**config.mk**
```make
export PLATFORM = sky130hd
export DESIGN_NAME = edid_base_block_parser_core
export DESIGN_NICKNAME = d
export VERILOG_FILES = /design/src/edid_bbp_pkg.sv /design/src/edid_bbp_capture.sv /design/src/edid_bbp_shaper.sv /design/src/edid_base_block_parser_core.sv
export SDC_FILE = /design/constraint.sdc
export NUM_CORES = 1
export LEC_CHECK = 0
export BUFFER_PORTS_ARGS = -buffer_cell sky130_fd_sc_hd__buf_4
export CORE_AREA = 5 5 189 328
export DETAILED_ROUTE_END_ITERATION = 16
export DIE_AREA = 0 0 194 333
export GPL_TIMING_DRIVEN = 0
export PLACE_DENSITY = 0.61
export SLEW_MARGIN = 5
export SYNTH_ARGS = -nofsm -noshare
export SYNTH_HDL_FRONTEND = slang
export SYNTH_SLANG_ARGS = --single-unit
```
**constraint.sdc**
```tcl
create_clock -name clk -period 7 [get_ports clk]
set_input_delay 1.05 -clock clk [delete_from_list [all_inputs] [get_ports clk]]
set_output_delay 1.05 -clock clk [all_outputs]
set_load 0.05 [all_outputs]
```
**src/edid_bbp_pkg.sv**
```systemverilog
// ----------------------------------------------------------------------------
// edid_bbp_pkg
// Shared constants, types and helpers of the EDID base block parser.
// ----------------------------------------------------------------------------
package edid_bbp_pkg;

    localparam int unsigned BlockLen  = 128;
    localparam int unsigned DescFirst = 54;
    localparam int unsigned DescLen   = 18;
    localparam int unsigned DescCount = 4;
    localparam int unsigned DescEnd   = DescFirst + DescCount * DescLen;
    localparam int unsigned NameLen   = 13;
    localparam int unsigned NameOff   = 5;

    localparam logic [7:0] HdrZero  = 8'h00;
    localparam logic [7:0] HdrFf    = 8'hFF;
    localparam logic [7:0] NameTag  = 8'hFC;

    localparam logic [7:0] ChNul = 8'h00;
    localparam logic [7:0] ChTab = 8'h09;
    localparam logic [7:0] ChLf  = 8'h0A;
    localparam logic [7:0] ChVt  = 8'h0B;
    localparam logic [7:0] ChFf  = 8'h0C;
    localparam logic [7:0] ChCr  = 8'h0D;
    localparam logic [7:0] ChSp  = 8'h20;

    localparam int unsigned OutDataW = 136;

    // "Unknown", character 0 in the low byte
    localparam logic [63:0] UnknownChars = 64'h006E_776F_6E6B_6E55;
    localparam logic [3:0]  UnknownLen   = 4'd7;

    typedef logic [NameLen-1:0][7:0] name_bytes_t;

    // block summary handed from the capture stage to the name shaper
    typedef struct packed {
        logic        found;
        logic        blk_ok;
        logic [11:0] width;
        logic [11:0] height;
        name_bytes_t name;
    } snap_t;

    typedef struct packed {
        logic [39:0] name_chars_high;
        logic [63:0] name_chars_low;
        logic [3:0]  name_length;
        logic        name_found;
        logic [11:0] px_height;
        logic [11:0] px_width;
        logic        valid_res;
    } result_t;

    function automatic logic is_space(input logic [7:0] c);
        is_space = (c == ChSp) || (c == ChTab) || (c == ChVt) || (c == ChFf) ||
                   (c == ChLf) || (c == ChCr);
    endfunction

    function automatic logic is_term(input logic [7:0] c);
        is_term = (c == ChNul) || (c == ChCr) || (c == ChLf);
    endfunction

endpackage

```
**src/edid_bbp_capture.sv**
```systemverilog
// ----------------------------------------------------------------------------
// edid_bbp_capture
// Per-byte block state: header check, descriptor scan, name and size capture.
// ----------------------------------------------------------------------------
module edid_bbp_capture
(
    input  logic                clk,
    input  logic                rst_n,
    input  logic                take,
    input  logic [7:0]          beat_byte,
    input  logic                beat_last,
    output edid_bbp_pkg::snap_t snap
);

    logic [7:0] idx_reg, idx_next;
    logic       hdr_reg, hdr_next;
    logic       found_reg, found_next;
    logic [1:0] pz_reg, pz_next;
    logic [4:0] off_reg, off_next;
    logic [1:0] dnum_reg, dnum_next;
    logic [1:0] ndesc_reg, ndesc_next;
    logic [7:0] wl_reg, wl_next;
    logic [3:0] wh_reg, wh_next;
    logic [7:0] hl_reg, hl_next;
    logic [3:0] hh_reg, hh_next;

    edid_bbp_pkg::name_bytes_t store_reg, store_next;
    logic       wr_en;
    logic [3:0] wr_idx;
    logic       in_desc;
    logic       blk_ok;
    logic [4:0] off_rel;

    always_comb
    begin
        idx_next   = idx_reg;
        hdr_next   = hdr_reg;
        found_next = found_reg;
        pz_next    = pz_reg;
        off_next   = off_reg;
        dnum_next  = dnum_reg;
        ndesc_next = ndesc_reg;
        wl_next    = wl_reg;
        wh_next    = wh_reg;
        hl_next    = hl_reg;
        hh_next    = hh_reg;
        wr_en      = 1'b0;
        off_rel    = off_reg - 5'(edid_bbp_pkg::NameOff);
        wr_idx     = off_rel[3:0];
        in_desc    = (idx_reg >= 8'(edid_bbp_pkg::DescFirst)) &&
                     (idx_reg < 8'(edid_bbp_pkg::DescEnd));

        if (take && (idx_reg < 8'(edid_bbp_pkg::BlockLen)))
        begin
            idx_next = idx_reg + 8'd1;
            if ((idx_reg == 8'd0) && (beat_byte != edid_bbp_pkg::HdrZero))
                hdr_next = 1'b0;
            if (((idx_reg == 8'd1) || (idx_reg == 8'd2)) &&
                (beat_byte != edid_bbp_pkg::HdrFf))
                hdr_next = 1'b0;
            if (idx_reg == 8'd56)
                wl_next = beat_byte;
            if (idx_reg == 8'd58)
                wh_next = beat_byte[7:4];
            if (idx_reg == 8'd59)
                hl_next = beat_byte;
            if (idx_reg == 8'd61)
                hh_next = beat_byte[7:4];

            if (in_desc)
            begin
                if (off_reg == 5'd0)
                    pz_next = {1'b0, beat_byte == 8'd0};
                else if (off_reg == 5'd1)
                begin
                    if (beat_byte == 8'd0)
                        pz_next[1] = 1'b1;
                end
                else if (off_reg == 5'd3)
                begin
                    if (!found_reg && (pz_reg == 2'b11) &&
                        (beat_byte == edid_bbp_pkg::NameTag))
                    begin
                        found_next = 1'b1;
                        ndesc_next = dnum_reg;
                    end
                end
                else if ((off_reg >= 5'(edid_bbp_pkg::NameOff)) && found_reg &&
                         (ndesc_reg == dnum_reg))
                    wr_en = 1'b1;

                // offset within the current 18-byte descriptor
                if (off_reg == 5'(edid_bbp_pkg::DescLen - 1))
                begin
                    off_next  = 5'd0;
                    dnum_next = dnum_reg + 2'd1;
                end
                else
                    off_next = off_reg + 5'd1;
            end
        end

        store_next = store_reg;
        if (wr_en)
            store_next[wr_idx] = beat_byte;

        blk_ok      = (idx_next == 8'(edid_bbp_pkg::BlockLen)) && hdr_next;
        snap.blk_ok = blk_ok;
        snap.found  = blk_ok && found_next;
        snap.name   = store_next;
        if (blk_ok && (wl_next != 8'd0) && (hl_next != 8'd0))
        begin
            snap.width  = {wh_next, wl_next};
            snap.height = {hh_next, hl_next};
        end
        else
        begin
            snap.width  = 12'd0;
            snap.height = 12'd0;
        end
    end

    always_ff @(posedge clk or negedge rst_n)
    begin
        if (!rst_n)
        begin
            idx_reg   <= 8'd0;
            hdr_reg   <= 1'b1;
            found_reg <= 1'b0;
            pz_reg    <= 2'b00;
            off_reg   <= 5'd0;
            dnum_reg  <= 2'd0;
            ndesc_reg <= 2'd0;
            wl_reg    <= 8'd0;
            wh_reg    <= 4'd0;
            hl_reg    <= 8'd0;
            hh_reg    <= 4'd0;
        end
        else if (take && beat_last)
        begin
            // block done, start over for the next one
            idx_reg   <= 8'd0;
            hdr_reg   <= 1'b1;
            found_reg <= 1'b0;
            pz_reg    <= 2'b00;
            off_reg   <= 5'd0;
            dnum_reg  <= 2'd0;
            ndesc_reg <= 2'd0;
            wl_reg    <= 8'd0;
            wh_reg    <= 4'd0;
            hl_reg    <= 8'd0;
            hh_reg    <= 4'd0;
        end
        else
        begin
            idx_reg   <= idx_next;
            hdr_reg   <= hdr_next;
            found_reg <= found_next;
            pz_reg    <= pz_next;
            off_reg   <= off_next;
            dnum_reg  <= dnum_next;
            ndesc_reg <= ndesc_next;
            wl_reg    <= wl_next;
            wh_reg    <= wh_next;
            hl_reg    <= hl_next;
            hh_reg    <= hh_next;
        end
    end

    // name bytes are only read once all of them were written
    always_ff @(posedge clk)
    begin
        if (wr_en)
            store_reg[wr_idx] <= beat_byte;
    end

endmodule

```
**src/edid_bbp_shaper.sv**
```systemverilog
// ----------------------------------------------------------------------------
// edid_bbp_shaper
// Cuts and trims the monitor name and holds the result register.
// ----------------------------------------------------------------------------
module edid_bbp_shaper
(
    input  logic                clk,
    input  logic                rst_n,
    input  logic                in_valid,
    input  edid_bbp_pkg::snap_t snap,
    output logic                in_ready,
    output logic                out_valid,
    input  logic                out_ready,
    output edid_bbp_pkg::result_t result
);

    logic                  out_valid_reg;
    edid_bbp_pkg::result_t res_reg, res_next;

    logic [edid_bbp_pkg::NameLen-1:0]      keep;
    logic [edid_bbp_pkg::NameLen-1:0]      solid;
    logic                                  seen_term;
    logic                                  seen_start;
    logic [3:0]                            start;
    logic [3:0]                            stop;
    logic [3:0]                            len;
    logic [edid_bbp_pkg::NameLen-1:0][7:0] shifted;
    logic [4:0]                            src;

    always_comb
    begin
        // bytes ahead of the first terminator, and the non-blank ones among them
        seen_term = 1'b0;
        for (int i = 0; i < edid_bbp_pkg::NameLen; i++)
        begin
            if (edid_bbp_pkg::is_term(snap.name[i]))
                seen_term = 1'b1;
            keep[i]  = !seen_term;
            solid[i] = keep[i] && !edid_bbp_pkg::is_space(snap.name[i]);
        end

        seen_start = 1'b0;
        start      = 4'd0;
        stop       = 4'd0;
        for (int i = 0; i < edid_bbp_pkg::NameLen; i++)
        begin
            if (solid[i] && !seen_start)
            begin
                start      = 4'(i);
                seen_start = 1'b1;
            end
            if (solid[i])
                stop = 4'(i + 1);
        end
        len = seen_start ? (stop - start) : 4'd0;

        for (int j = 0; j < edid_bbp_pkg::NameLen; j++)
        begin
            src = 5'(j) + {1'b0, start};
            if ((4'(j) < len) && (src < 5'(edid_bbp_pkg::NameLen)))
                shifted[j] = snap.name[src[3:0]];
            else
                shifted[j] = 8'd0;
        end

        res_next.valid_res  = snap.blk_ok;
        res_next.px_width   = snap.width;
        res_next.px_height  = snap.height;
        res_next.name_found = snap.found;
        if (snap.found)
        begin
            res_next.name_length     = len;
            res_next.name_chars_low  = shifted[7:0];
            res_next.name_chars_high = shifted[edid_bbp_pkg::NameLen-1:8];
        end
        else
        begin
            res_next.name_length     = edid_bbp_pkg::UnknownLen;
            res_next.name_chars_low  = edid_bbp_pkg::UnknownChars;
            res_next.name_chars_high = 40'd0;
        end
    end

    assign in_ready  = !out_valid_reg || out_ready;
    assign out_valid = out_valid_reg;
    assign result    = res_reg;

    always_ff @(posedge clk or negedge rst_n)
    begin
        if (!rst_n)
            out_valid_reg <= 1'b0;
        else if (in_ready)
            out_valid_reg <= in_valid;
    end

    always_ff @(posedge clk)
    begin
        if (in_ready && in_valid)
            res_reg <= res_next;
    end

endmodule

```
**src/edid_base_block_parser_core.sv**
```systemverilog
// ----------------------------------------------------------------------------
// edid_base_block_parser_core
// EDID base block parser: header check, monitor name and native size.
// ----------------------------------------------------------------------------
// Usage:
//   s_axis carries the EDID bytes from offset 0 upward, one byte per beat, with
//   s_axis_tlast on the final byte of the data. m_axis returns one result beat
//   per block, built from the bytes up to and including the tlast beat.
//   Bytes past the 128th are dropped but their tlast still closes the block;
//   a short block or a bad header gives an invalid, zero-sized "Unknown".
// Timing:
//   one byte accepted every cycle while no tlast beat is held (see below). The
//   result beat passes the input register, the block summary register, then
//   the result register behind the name trim logic.
//   The next block's bytes may follow the tlast beat directly.
// Reset and stalls:
//   rst_n clears all control state; no clearing pass is needed. While the
//   result waits on m_axis_tready, data bytes keep flowing; a tlast beat is
//   held only when both the summary and the result registers are occupied.
// ----------------------------------------------------------------------------
module edid_base_block_parser_core
(
    input  logic         clk,
    input  logic         rst_n,
    input  logic         s_axis_tvalid,
    output logic         s_axis_tready,
    input  logic [7:0]   s_axis_tdata,  // [7:0] edid_byte
    input  logic         s_axis_tlast,  // last_byte
    output logic         m_axis_tvalid,
    input  logic         m_axis_tready,
    // [0] valid_res, [12:1] px_width, [24:13] px_height, [25] name_found,
    // [29:26] name_length, [93:30] name_chars_low, [133:94] name_chars_high,
    // [135:134] zero
    output logic [edid_bbp_pkg::OutDataW-1:0] m_axis_tdata
);

    logic       a_valid_reg;
    logic [7:0] a_byte_reg;
    logic       a_last_reg;
    logic       a_consume;

    logic                  snap_valid_reg;
    edid_bbp_pkg::snap_t   snap_reg;
    edid_bbp_pkg::snap_t   snap_comb;
    logic                  snap_ready;
    logic                  shp_ready;
    edid_bbp_pkg::result_t result;

    assign snap_ready    = !snap_valid_reg || shp_ready;
    assign a_consume     = a_valid_reg && (!a_last_reg || snap_ready);
    assign s_axis_tready = !a_valid_reg || a_consume;

    always_ff @(posedge clk or negedge rst_n)
    begin
        if (!rst_n)
            a_valid_reg <= 1'b0;
        else if (s_axis_tready)
            a_valid_reg <= s_axis_tvalid;
    end

    always_ff @(posedge clk)
    begin
        if (s_axis_tready && s_axis_tvalid)
        begin
            a_byte_reg <= s_axis_tdata;
            a_last_reg <= s_axis_tlast;
        end
    end

    edid_bbp_capture u_capture
    (
        .clk       (clk),
        .rst_n     (rst_n),
        .take      (a_consume),
        .beat_byte (a_byte_reg),
        .beat_last (a_last_reg),
        .snap      (snap_comb)
    );

    // block summary, loaded on the tlast beat
    always_ff @(posedge clk or negedge rst_n)
    begin
        if (!rst_n)
            snap_valid_reg <= 1'b0;
        else if (snap_ready)
            snap_valid_reg <= a_consume && a_last_reg;
    end

    always_ff @(posedge clk)
    begin
        if (a_consume && a_last_reg)
            snap_reg <= snap_comb;
    end

    edid_bbp_shaper u_shaper
    (
        .clk       (clk),
        .rst_n     (rst_n),
        .in_valid  (snap_valid_reg),
        .snap      (snap_reg),
        .in_ready  (shp_ready),
        .out_valid (m_axis_tvalid),
        .out_ready (m_axis_tready),
        .result    (result)
    );

    assign m_axis_tdata = {2'b00, result};

endmodule

```
==> summary.md, run 1 <==
| Metric | Value |
|---|---|
| Largest net degree at the start of global routing | `61` |
| Crit. End Element | `flop` |
| Top_reg_cell synth | `edfxtp_1` |
| Pint | `0.00424 W` |
| HPWL Detailed | `80900 um` |
| Area Growth Syn to Fin | `16.2%` |
| Starting Density | `0.395` |
| Max Clk Rate | `0.146 GHz` |
| Clock power frac | `0.370` |
| IO buf count | `148` |
| Synthesized flop and latch total | `425` |
| Worst-Margin Slew | `1.50 ns` |
| Status | `finished, violations left` |
| Drt initial violations | `1368` |
| Largest area contributor in the netlist | `edfxtp_1` |
| Wire per inst | `33.7 um` |
| Via density | `6.22` |
| Synth top area share | `0.352` |
| Avg Cell Area, Syn | `11.4 um^2` |
| Cells after Synth | `2052` |
| Combinational power share | `0.137` |
| # Max-Cap Violations | `1` |
| Clock skew | `0.0375 ns` |
| Failing checks | `capacitance limit, slew limit` |
| Startpoint class of the critical path | `flop` |
| NetSw | `0.00161 W` |
| Initial antenna violation count | `2` |
| Final min period | `6.87 ns` |
| Setup TNS Final | `0 ns` |
| DRC | `0` |
| Async SR Flop Fraction | `0.113` |
| Gr usage total | `0.310` |
| Final nets | `2293` |
| Required @ worst endpoint | `7.40 ns` |
| Post-placement cell count | `2991` |
| Max stage delay cell, worst path | `clkbuf_1` |
| Clk buf depth | `3` |
| Netlist cell types | `113` |
| Fin crit share | `0.981` |
| Most frequent cells in the layout | `edfxtp_1, buf_4, nand2_1` |
| Sequential fraction of the synthesis area | `0.493` |
| Hold path depth | `0` |
| Cells on worst reg2reg path | `20` |
| Clock latency on the worst-skew pair | `0.60 ns` |
| Post-Syn Area | `23300 um^2` |
| Clk slew on worst S/H paths | `0.06 ns` |
| CP delay by family, top | `buffers and inverters` |
| Buf+Inv Stages, Crit Path | `8` |
| IO Pins | `151` |
| Drt pass-1 iters | `6` |
| Max IR drop VDD | `0.000288 V` |
| Crit path DAT | `7.26 ns` |
| Die height | `333 um` |
| Worst path depth | `20` |
| RSZ-0062 raised after global routing | `false` |
| Lkg Pwr | `10.5 nW` |
| Final setup fails | `0` |
| Ys Warns | `0` |
| Critical-path cell list | `clkbuf_1, o31ai_1, o2bb2ai_1, nor4_4, nand2_1, a21o_1, buf_6, nand2_8, buf_4, buf_4, buf_4, ha_2, inv_2, clkbuf_4, buf_2, a31oi_1, a31oi_4, mux2i_1, and2_1, a311oi_1` |
| Worst-path fanout max | `11` |
| CTS tree | `built` |
| CORE AREA | `58900 um^2` |
| Post-synth EDFFs | `273` |
| Most used cell along the critical path | `buf_4` |
| Fraction of layout cells with a size suffix above 1 | `0.231` |
| First-pass GRT wire length | `143000 um` |
| Final Hold Viols | `0` |
| PwrDens | `216 nW/um^2` |
| HP Class | `flop to flop` |
| Slew Limit Fails | `1` |
| Number of flip-flops in the largest register | `134` |
| CP max stage delay | `0.60 ns` |
| Slew headroom | `-0.0103` |
| Row count | `118` |
| Net Sw Frac | `0.276` |
| Synth top area cells | `edfxtp_1, dfxtp_1, mux2_2, mux2i_1, dfrtp_1` |
| H-tree Lvls | `2` |
| Non-filler cells, final | `3064` |
| Setup ws final | `0.132 ns` |
| Die Footprint | `64600 um^2` |
| Post-Route Utilization | `0.460` |
| Gr ovfl total | `0` |
| Root buf cell | `clkbuf_16` |
| Clk sinks | `425` |
| Total wire length | `103000 um` |
| Tot Pwr | `0.00585 W` |
| Placer's final routability congestion estimate | `1.08` |
| Flop pwr share | `0.494` |
| Die width | `194 um` |
| Routed Antenna Nets | `0` |
| CTS buffer count | `39` |
| Vias in the first global route | `19036` |
| Crit Path Category | `flop to flop` |
| Commonest non-fill, non-tap cell in the layout | `edfxtp_1` |
| Via count | `19062` |
| Worst slack, placed | `-2.23 ns` |
## layer usage
| layer | vias up | track usage | routed length, um |
|---|---|---|---|
| li1 | 8315 | - | - |
| met1 | 9340 | 0.303 | 33300 |
| met2 | 1004 | 0.551 | 51700 |
| met3 | 403 | 0.0528 | 6030 |
| met4 | 0 | 0.282 | 12400 |
| met5 | - | 0 | 0 |
## synth_stat cells, types with 25 or more instances
master / instances
dfxtp_1: 104
buf_2: 46
edfxtp_1: 273
nor2_1: 165
clkbuf_1: 89
and3_1: 42
mux2_2: 133
nor3_1: 32
ha_1: 27
and2_1: 28
nand3_1: 57
nand2_1: 164
dfrtp_1: 47
inv_1: 25
o21ai_0: 52
a21oi_1: 76
mux4_2: 35
a211oi_1: 70
mux2i_1: 132
a31oi_1: 41
## power by group through the flow
stage                     Sequential [W]  Combinational [W]  Clock, W
after CTS                        0.00289           0.000790   0.00222
after floorplan                  0.00308           0.000319         0
final                            0.00289           0.000800   0.00216
after global placement           0.00295           0.000770         0
after global routing             0.00289           0.000835   0.00232
after detailed placement         0.00293           0.000791         0
## cell type report
type                       instances  area [um^2]
clock inverter                    21          204
sequential                       425        11500
antenna                            1         2.50
buffer                           148          719
multi-input combinational       1443        11200
clock buffer                      51         1080
inverter                          30          118
tap                              780          976
timing repair buffer             165         1330
fill                            5487        31800
## per-stage QoR
step	cell area, um^2	hold slack, ns
2_1_floorplan	23300	0.400
3_3_place_gp	25400	0.410
3_5_place_dp	25600	0.405
4_1_cts	27000	0.425
5_1_grt	27100	0.427
6_report	27100	0.425
## kinds of logic after synthesis
kind of cell	Yosys count	share of synthesized area
buf+inv	185	0.0360
compound gates	437	0.137
simple gates	638	0.140
other cells	1	0.000161
fa+ha+maj	28	0.0154
mux	310	0.166
xor+xnor	28	0.0123
flops	425	0.493
## repair_timing
item / in CTS / in global routing
setup buffers: 4 / 2
setup endpoints to repair: 105 / 54
resized for setup: 26 / 22
endpoints found under the hold margin: 0 / 0
pin swaps: 1 / 1
cloned: 0 / 0
hold buffers: 0 / 0
## final timing paths
kind	startpoint	endpoint	slack, ns
max in group asynchronous	rst_n	u_capture.idx_reg[7]	6.06
min in group asynchronous	rst_n	u_capture.wl_reg[5]	0.50
max	snap_reg[10]	u_shaper.result[58]	0.13
max reg2reg	snap_reg[10]	u_shaper.result[58]	0.13
min reg2reg	snap_reg[104]	u_shaper.result[13]	0.43
min	snap_reg[104]	u_shaper.result[13]	0.43
Note: power is estimated with default switching activity, not from simulation.
==> run 2: changes to the inputs <==
CELL_PAD_IN_SITES_DETAIL_PLACEMENT = 1   (was default)
CELL_PAD_IN_SITES_GLOBAL_PLACEMENT = 1   (was default)
PLACE_DENSITY = 0.72   (was 0.61)
==> run 2 against run 1 <==
  * The flow finishes with violations (setup timing)
  * Die area stayed put
  * Critical path depth is 2 higher
  * Fmax is 2.6% lower
  * Sequential power hardly changed
  * Via count is 1.5% higher
  * Utilization is 0.10 points lower
  * Critical path type unchanged
==> summary.md, run 2 (synthesis results as in run 1) <==
| Metric | Value |
|---|---|
| Area Growth Syn to Fin | `15.9%` |
| RSZ-0062 raised after global routing | `false` |
| Total wire length | `109000 um (+5.8%)` |
| Lkg Pwr | `10.6 nW (+0.40%)` |
| Pint | `0.00415 W (-2.1%)` |
| Vias in the first global route | `20543 (+7.9%)` |
| Placer's final routability congestion estimate | `1.01 (-6.5%)` |
| Die height | `333 um (unchanged)` |
| NetSw | `0.00164 W (+1.6%)` |
| Number of flip-flops in the largest register | `134 (unchanged)` |
| HP Class | `flop to flop` |
| Hold slack final | `0.421 ns (-0.00446 ns)` |
| Most frequent cells in the layout | `edfxtp_1, buf_4, nor2_1` |
| HPWL Detailed | `85400 um (+5.6%)` |
| Setup ws final | `-0.0483 ns (-0.180 ns)` |
| Starting Density | `0.395 (unchanged)` |
| Initial antenna violation count | `0 (-2)` |
| Worst r2r src | `snap_reg[69]` |
| Fraction of layout cells with a size suffix above 1 | `0.233 (+0.00245)` |
| Routed Antenna Nets | `0 (unchanged)` |
| Clk slew on worst S/H paths | `0.07 ns (about the same)` |
| Max Clk Rate | `0.142 GHz (-2.6%)` |
| Critical-path cell list | `clkbuf_1, nand2b_1, o311ai_1, o211ai_1, nor3_1, nand3_1, a21o_1, buf_6, nand2_8, buf_2, buf_4, buf_2, ha_1, inv_1, fa_1, xor2_4, nand3_1, a31oi_1, o311ai_1, and2_0, clkbuf_1, a211oi_1` |
| Status | `finished, violations left` |
| CTS buffer count | `38 (-2.6%)` |
| Die width | `194 um (unchanged)` |
| Startpoint class of the critical path | `flop` |
| Root buf cell | `clkbuf_16` |
| Clock latency on the worst-skew pair | `0.58 ns (-0.02 ns)` |
| Clk sinks | `425 (unchanged)` |
| Final Hold Viols | `0 (unchanged)` |
| Crit. End Element | `flop` |
| CP delay by family, top | `compound AO/OA/AOI/OAI gates` |
| Wire per inst | `35.6 um (+5.6%)` |
| Hold path depth | `0 (unchanged)` |
| Clk buf depth | `3 (unchanged)` |
| Max IR drop VDD | `0.000236 V (-18%)` |
| Largest net degree at the start of global routing | `64 (+4.9%)` |
| Drt pass-1 iters | `5 (-1)` |
| IO Pins | `151 (unchanged)` |
| Worst slack, placed | `-1.33 ns (+0.897 ns)` |
| Final setup fails | `3 (+3)` |
| Final nets | `2301 (+0.35%)` |
| Reg2Reg Setup Slack | `-0.05 ns (-0.18 ns)` |
| Setup TNS Final | `-0.0909 ns (-0.0909 ns)` |
| Worst-Margin Slew | `1.26 ns (-0.237 ns)` |
| Combinational power share | `0.142 (+0.005)` |
| Fin crit share | `1.01 (+0.0257)` |
| Slew Limit Fails | `0 (-1)` |
| Max stage delay cell, worst path | `o311ai_1` |
| Flop pwr share | `0.500 (+0.006)` |
| Gr usage total | `0.328 (+0.0185)` |
| Net Sw Frac | `0.283 (+0.00744)` |
| Via count | `19345 (+1.5%)` |
| # Max-Cap Violations | `0 (-1)` |
| Worst-path fanout max | `11 (unchanged)` |
| Hold_sp | `snap_reg[121]` |
| CTS tree | `built` |
| First-pass GRT wire length | `153000 um (+7.3%)` |
| CORE AREA | `58900 um^2 (unchanged)` |
| CP max stage delay | `0.47 ns (-0.13 ns)` |
| Clock skew | `0.0249 ns (-0.0126 ns)` |
| Gr ovfl total | `0 (unchanged)` |
| PwrDens | `214 nW/um^2 (-0.84%)` |
| H-tree Lvls | `2 (unchanged)` |
| Via density | `6.30 (+1.3%)` |
| Required @ worst endpoint | `7.32 ns (-0.08 ns)` |
| Drt initial violations | `1207 (-12%)` |
| Commonest non-fill, non-tap cell in the layout | `edfxtp_1` |
| Row count | `118 (unchanged)` |
| Clock power frac | `0.358 (-0.012)` |
| DRC | `0 (unchanged)` |
| Worst min-delay path endpoint | `u_shaper.result[6]` |
| Crit path DAT | `7.37 ns (+0.11 ns)` |
| Failing checks | `setup timing` |
| Buf+Inv Stages, Crit Path | `7 (-1)` |
| Crit Path Category | `flop to flop` |
| Die Footprint | `64600 um^2 (unchanged)` |
| IO buf count | `148 (unchanged)` |
| Reg2reg end | `u_shaper.result[75]` |
| Cells on worst reg2reg path | `22 (+10%)` |
| Final min period | `7.05 ns (+0.180 ns)` |
| Post-Route Utilization | `0.459 (-0.000998)` |
| Slew headroom | `0.146 (+0.157)` |
| Tot Pwr | `0.00579 W (-1.1%)` |
run 2: cell types whose count changed in the layout (fill, tap and decap cells not counted), moves of 3 or more:
| cell | previous run | this run |
|---|---|---|
| clkbuf_1 | 82 | 72 |
| clkinv_2 | 6 | 11 |
| clkbuf_2 | 8 | 15 |
| buf_4 | 167 | 177 |
| nor2_1 | 161 | 164 |
| clkinv_1 | 9 | 6 |
run 2: how the worst max path moves through the flow:
stage                           endpoint  slack (ns)  depth (start not counted)     startpoint
global placement     u_shaper.result[60]       -1.32                         20   snap_reg[24]
floorplan                    snap_reg[0]        1.28                          5  m_axis_tready
finish               u_shaper.result[75]       -0.05                         22   snap_reg[69]
detailed placement   u_shaper.result[60]       -1.33                         20   snap_reg[24]
CTS                 u_shaper.result[100]      0.0005                         22   snap_reg[69]
global route        u_shaper.result[118]        0.04                         20   snap_reg[59]
run 2: power groups by stage:
stage	Clock, W	Sequential, W	Combinational, W
floorplan	0	0.00308	0.000319
global placement	0	0.00296	0.000778
detailed placement	0	0.00294	0.000809
CTS	0.00212	0.00289	0.000808
global route	0.00223	0.00290	0.000854
finish	0.00207	0.00290	0.000819
run 2: final cells by class:
class | instances | area (um^2)
tap | 780 | 976
antenna | 1 | 2.50
timing repair buffer | 178 | 1420
fill | 6285 | 31900
sequential | 425 | 11500
buffer | 144 | 709
inverter | 30 | 118
clock buffer | 48 | 1020
clock inverter | 21 | 191
multi-input combinational | 1443 | 11100
run 2: through the flow:
step / instances / instance area [um^2]
floorplan: 2053 / 23300
global placement: 2981 / 25400
detailed placement: 2990 / 25600
CTS: 3059 / 26900
global route: 3069 / 27000
finish: 3070 / 27000
run 2: timing repair:
item / in CTS / in global routing
endpoints found under the hold margin: 0 / 0
hold buffers: 0 / 0
pin swaps: 1 / 2
setup endpoints to repair: 105 / 87
resized for setup: 25 / 16
setup buffers: 7 / 14
run 2: layer usage:
layer / track usage / vias to the layer above / share of wire / wire length (um)
met2: 0.600 / 769 / 0.51 / 56300
met5: 0 / - / 0 / 0
met1: 0.319 / 9896 / 0.33 / 35700
met4: 0.274 / 0 / 0.11 / 11900
li1: - / 8300 / - / -
met3: 0.0546 / 380 / 0.051 / 5550
==> run 3: changes to the inputs <==
SYNTH_HIERARCHICAL = 1   (was default)
==> run 3 against run 2 <==
  * The run now ends clean
  * Via count shrank 5.2%
  * Critical path depth shrank 2
  * Die area is the same
  * Sequential power shrank 2%
  * Critical path type unchanged
  * Largest power group unchanged
==> summary.md, run 3 <==
| Metric | Value |
|---|---|
| Status | `finished clean` |
| Die height | `333 um (unchanged)` |
| Largest area contributor in the netlist | `edfxtp_1` |
| Wire per inst | `32.6 um (-8.6%)` |
| HP Class | `flop to flop` |
| Root buf cell | `clkbuf_16` |
| Multiplexer area fraction after synthesis | `0.185 (+0.0191)` |
| CP delay by family, top | `buffers and inverters` |
| Worst-Margin Slew | `1.33 ns (+0.0646 ns)` |
| Total wire length | `97400 um (-11%)` |
| # Max-Cap Violations | `0 (unchanged)` |
| Vias in the first global route | `19484 (-5.2%)` |
| Drt pass-1 iters | `5 (unchanged)` |
| Slew Limit Fails | `0 (unchanged)` |
| Max IR drop VDD | `0.000196 V (-17%)` |
| Fraction of the mapped netlist area in compound gates | `0.123 (-0.0138)` |
| IO buf count | `148 (unchanged)` |
| Commonest non-fill, non-tap cell in the layout | `edfxtp_1` |
| Post-synth EDFFs | `273 (unchanged)` |
| Largest net degree at the start of global routing | `69 (+7.8%)` |
| Tot Pwr | `0.00579 W (about the same)` |
| Setup TNS Final | `0 ns (+0.0909 ns)` |
| Post-Synth Simple-Gate Area | `0.135 (-0.00448)` |
| Via count | `18342 (-5.2%)` |
| Buf+Inv Stages, Crit Path | `8 (+1)` |
| RSZ-0062 raised after global routing | `true` |
| Worst slack, placed | `-0.575 ns (+0.754 ns)` |
| Synth top area share | `0.350 (-0.00160)` |
| Main combinational cell family by area after synthesis | `multiplexers` |
| DP Area | `25600 um^2 (+0.33%)` |
| Gr ovfl total | `0 (unchanged)` |
| CP max stage delay | `0.67 ns (+0.20 ns)` |
| Fraction of layout cells with a size suffix above 1 | `0.252 (+0.0189)` |
| Die Footprint | `64600 um^2 (unchanged)` |
| First-pass GRT wire length | `139000 um (-9.3%)` |
| Number of flip-flops in the largest register | `134 (unchanged)` |
| Starting Density | `0.397 (+0.00181)` |
| Met2 WL post-DR | `50700 um (-9.9%)` |
| Met3 WL | `4290 um (-23%)` |
| Final Hold Viols | `0 (unchanged)` |
| Routed Antenna Nets | `0 (unchanged)` |
| PwrDens | `215 nW/um^2 (+0.28%)` |
| Reg2Reg Setup Slack | `0.05 ns (+0.10 ns)` |
| Clock skew | `0.0152 ns (-0.00968 ns)` |
| Top layer reached by signal wires | `met5` |
| Top_reg_cell synth | `edfxtp_1` |
| CTS buffer count | `38 (unchanged)` |
| Most frequent cell after synthesis | `edfxtp_1` |
| Worst r2r src | `snap_reg[43]` |
| Synthesized flop and latch total | `425 (unchanged)` |
| Clock latency on the worst-skew pair | `0.56 ns (-0.02 ns)` |
| Max Clk Rate | `0.144 GHz (+1.4%)` |
| Synth Area in Adders | `0.0153 (-0.0000698)` |
| Startpoint class of the critical path | `flop` |
| Sequential fraction of the synthesis area | `0.491 (-0.00224)` |
| IO Pins | `151 (unchanged)` |
| Final min period | `6.95 ns (-0.0986 ns)` |
| Fin crit share | `0.993 (-0.0141)` |
| Post-synthesis xor/xnor area fraction | `0.0128 (+0.000532)` |
| Most frequent cells in the layout | `edfxtp_1, buf_4, mux2i_1` |
| Hold_sp | `snap_reg[125]` |
| Gr usage total | `0.292 (-0.0361)` |
| H-tree Lvls | `2 (unchanged)` |
| Max stage delay cell, worst path | `a211oi_1` |
| Crit. End Element | `flop` |
| Critical-path cell list | `clkbuf_1, xnor2_1, a2bb2oi_1, o32a_1, and2_1, a31oi_1, o31ai_4, nor2_4, buf_4, buf_4, buf_4, buf_4, ha_1, clkbuf_1, clkbuf_1, clkbuf_2, nand4_1, a31oi_1, a21oi_1, a211oi_1` |
| Synth top area cells | `edfxtp_1, dfxtp_1, mux2i_1, mux2_2, dfrtp_1` |
| Crit path DAT | `7.21 ns (-0.16 ns)` |
| Multi-input gate area | `11100 um^2 (+0.26%)` |
| Area Growth Syn to Fin | `15.1%` |
| Clk sinks | `425 (unchanged)` |
| Netlist cell types | `115 (+1.8%)` |
| Placer's final routability congestion estimate | `1.03 (+1.9%)` |
| Crit Path Category | `flop to flop` |
| Slew headroom | `0.111 (-0.0357)` |
| Synth top cells by count | `edfxtp_1, mux2i_1, mux2_2` |
| Post-Syn Area | `23400 um^2 (+0.46%)` |
| Cells after Synth | `1988 (-3.1%)` |
| Post-route cell area | `26900 um^2 (-0.24%)` |
| Number of hold buffers added after cts | `0 (unchanged)` |
| CTS tree | `built` |
| Most used cell along the critical path | `buf_4` |
| Setup ws final | `0.0503 ns (+0.0986 ns)` |
| Worst-path fanout max | `10 (-1)` |
| Ys Warns | `6 (+6)` |
| CORE AREA | `58900 um^2 (unchanged)` |
| Avg Cell Area, Syn | `11.8 um^2 (+3.7%)` |
| Final setup fails | `0 (-3)` |
| Row count | `118 (unchanged)` |
| Seq. cell area | `11500 um^2 (unchanged)` |
| Initial antenna violation count | `4 (+4)` |
| Via density | `6.13 (-2.6%)` |
| Async SR Flop Fraction | `0.113 (unchanged)` |
| Critical path launch point | `snap_reg[43]` |
| Die width | `194 um (unchanged)` |
| HPWL Detailed | `76600 um (-10%)` |
| Clk slew on worst S/H paths | `0.06 ns (about the same)` |
| Wire length on met1 | `32600 um (-8.9%)` |
| DRC | `0 (unchanged)` |
| Clk buf depth | `3 (unchanged)` |
| Required @ worst endpoint | `7.26 ns (-0.06 ns)` |
| Lkg Pwr | `10.3 nW (-2.8%)` |
| Final nets | `2220 (-3.5%)` |
| Drt initial violations | `1095 (-9.3%)` |
| FILL cells | `6258 (-0.43%)` |
run 3: report_power, final:
part / leakage, nW / internal (W) / total, W / switching (W)
Combinational: 5.49 / 0.000248 / 0.000840 / 0.000592
Sequential: 4.19 / 0.00276 / 0.00284 / 0.0000769
Clock: 0.614 / 0.00118 / 0.00211 / 0.000933
Total: 10.3 / 0.00419 / 0.00579 / 0.00160
run 3: area by class of cell:
| class | count | area share |
|---|---|---|
| well taps | 780 | 0.0362 |
| flip-flops and latches | 425 | 0.426 |
| clock inverters | 15 | 0.00580 |
| diodes | 1 | 0.0000929 |
| plain buffers | 144 | 0.0267 |
| clock buffers | 55 | 0.0407 |
| repair buffers | 157 | 0.0471 |
| multi-input cells | 1381 | 0.413 |
| inverters | 32 | 0.00455 |
run 3: cell families (layout without fill, tap and decap cells):
kind of cell	after synthesis	count (layout)
and+or+nand+nor	570	570
muxes	353	353
xor gates and xnor gates	30	30
DFF	425	425
adders and majority gates	28	28
buffers and inverters	183	403
AOI/OAI and AO/OA	398	398
other	1	3
run 3: final timing paths:
| kind | endpoint | depth (start not counted) |
|---|---|---|
| hold reg to reg | u_shaper/result[10] | 0 |
| setup reg to reg | u_shaper/result[92] | 20 |
| max in group asynchronous | u_capture/off_reg[4] | 1 |
| hold / removal | u_shaper/result[10] | 0 |
| setup / recovery | u_shaper/result[92] | 20 |
| min in group asynchronous | u_capture/hh_reg[2] | 1 |
run 3: per-stage QoR:
| step | std cells | utilization | hold WS [ns] |
|---|---|---|---|
| 2_1_floorplan | 1989 | - | 0.400 |
| 3_3_place_gp | 2917 | 0.433 | 0.406 |
| 3_5_place_dp | 2923 | 0.435 | 0.405 |
| 4_1_cts | 2988 | 0.456 | 0.425 |
| 5_1_grt | 2989 | 0.457 | 0.437 |
| 6_report | 2990 | 0.457 | 0.422 |
run 3: worst reg2reg max path: cells and delay by family (launching register included):
family | cells | cell delay, ns
buffers and inverters | 8 | 2.77
XOR/XNOR | 1 | 0.14
adder cells (fa/ha/maj) | 1 | 0.36
flip-flops | 1 | 0.32
AO/OA/AOI/OAI | 7 | 2.43
AND/OR/NAND/NOR | 3 | 0.63
run 3: repair_timing:
item | CTS | global route
pin swaps | 0 | 1
buffers inserted | 0 | 3
resized for setup | 2 | 13
endpoints found under the setup margin | 48 | 37
run 3: layer usage:
layer / global-route usage / vias up
met5: 0 / -
met4: 0.233 / 4
li1: - / 8003
met3: 0.0394 / 314
met2: 0.540 / 688
met1: 0.289 / 9333
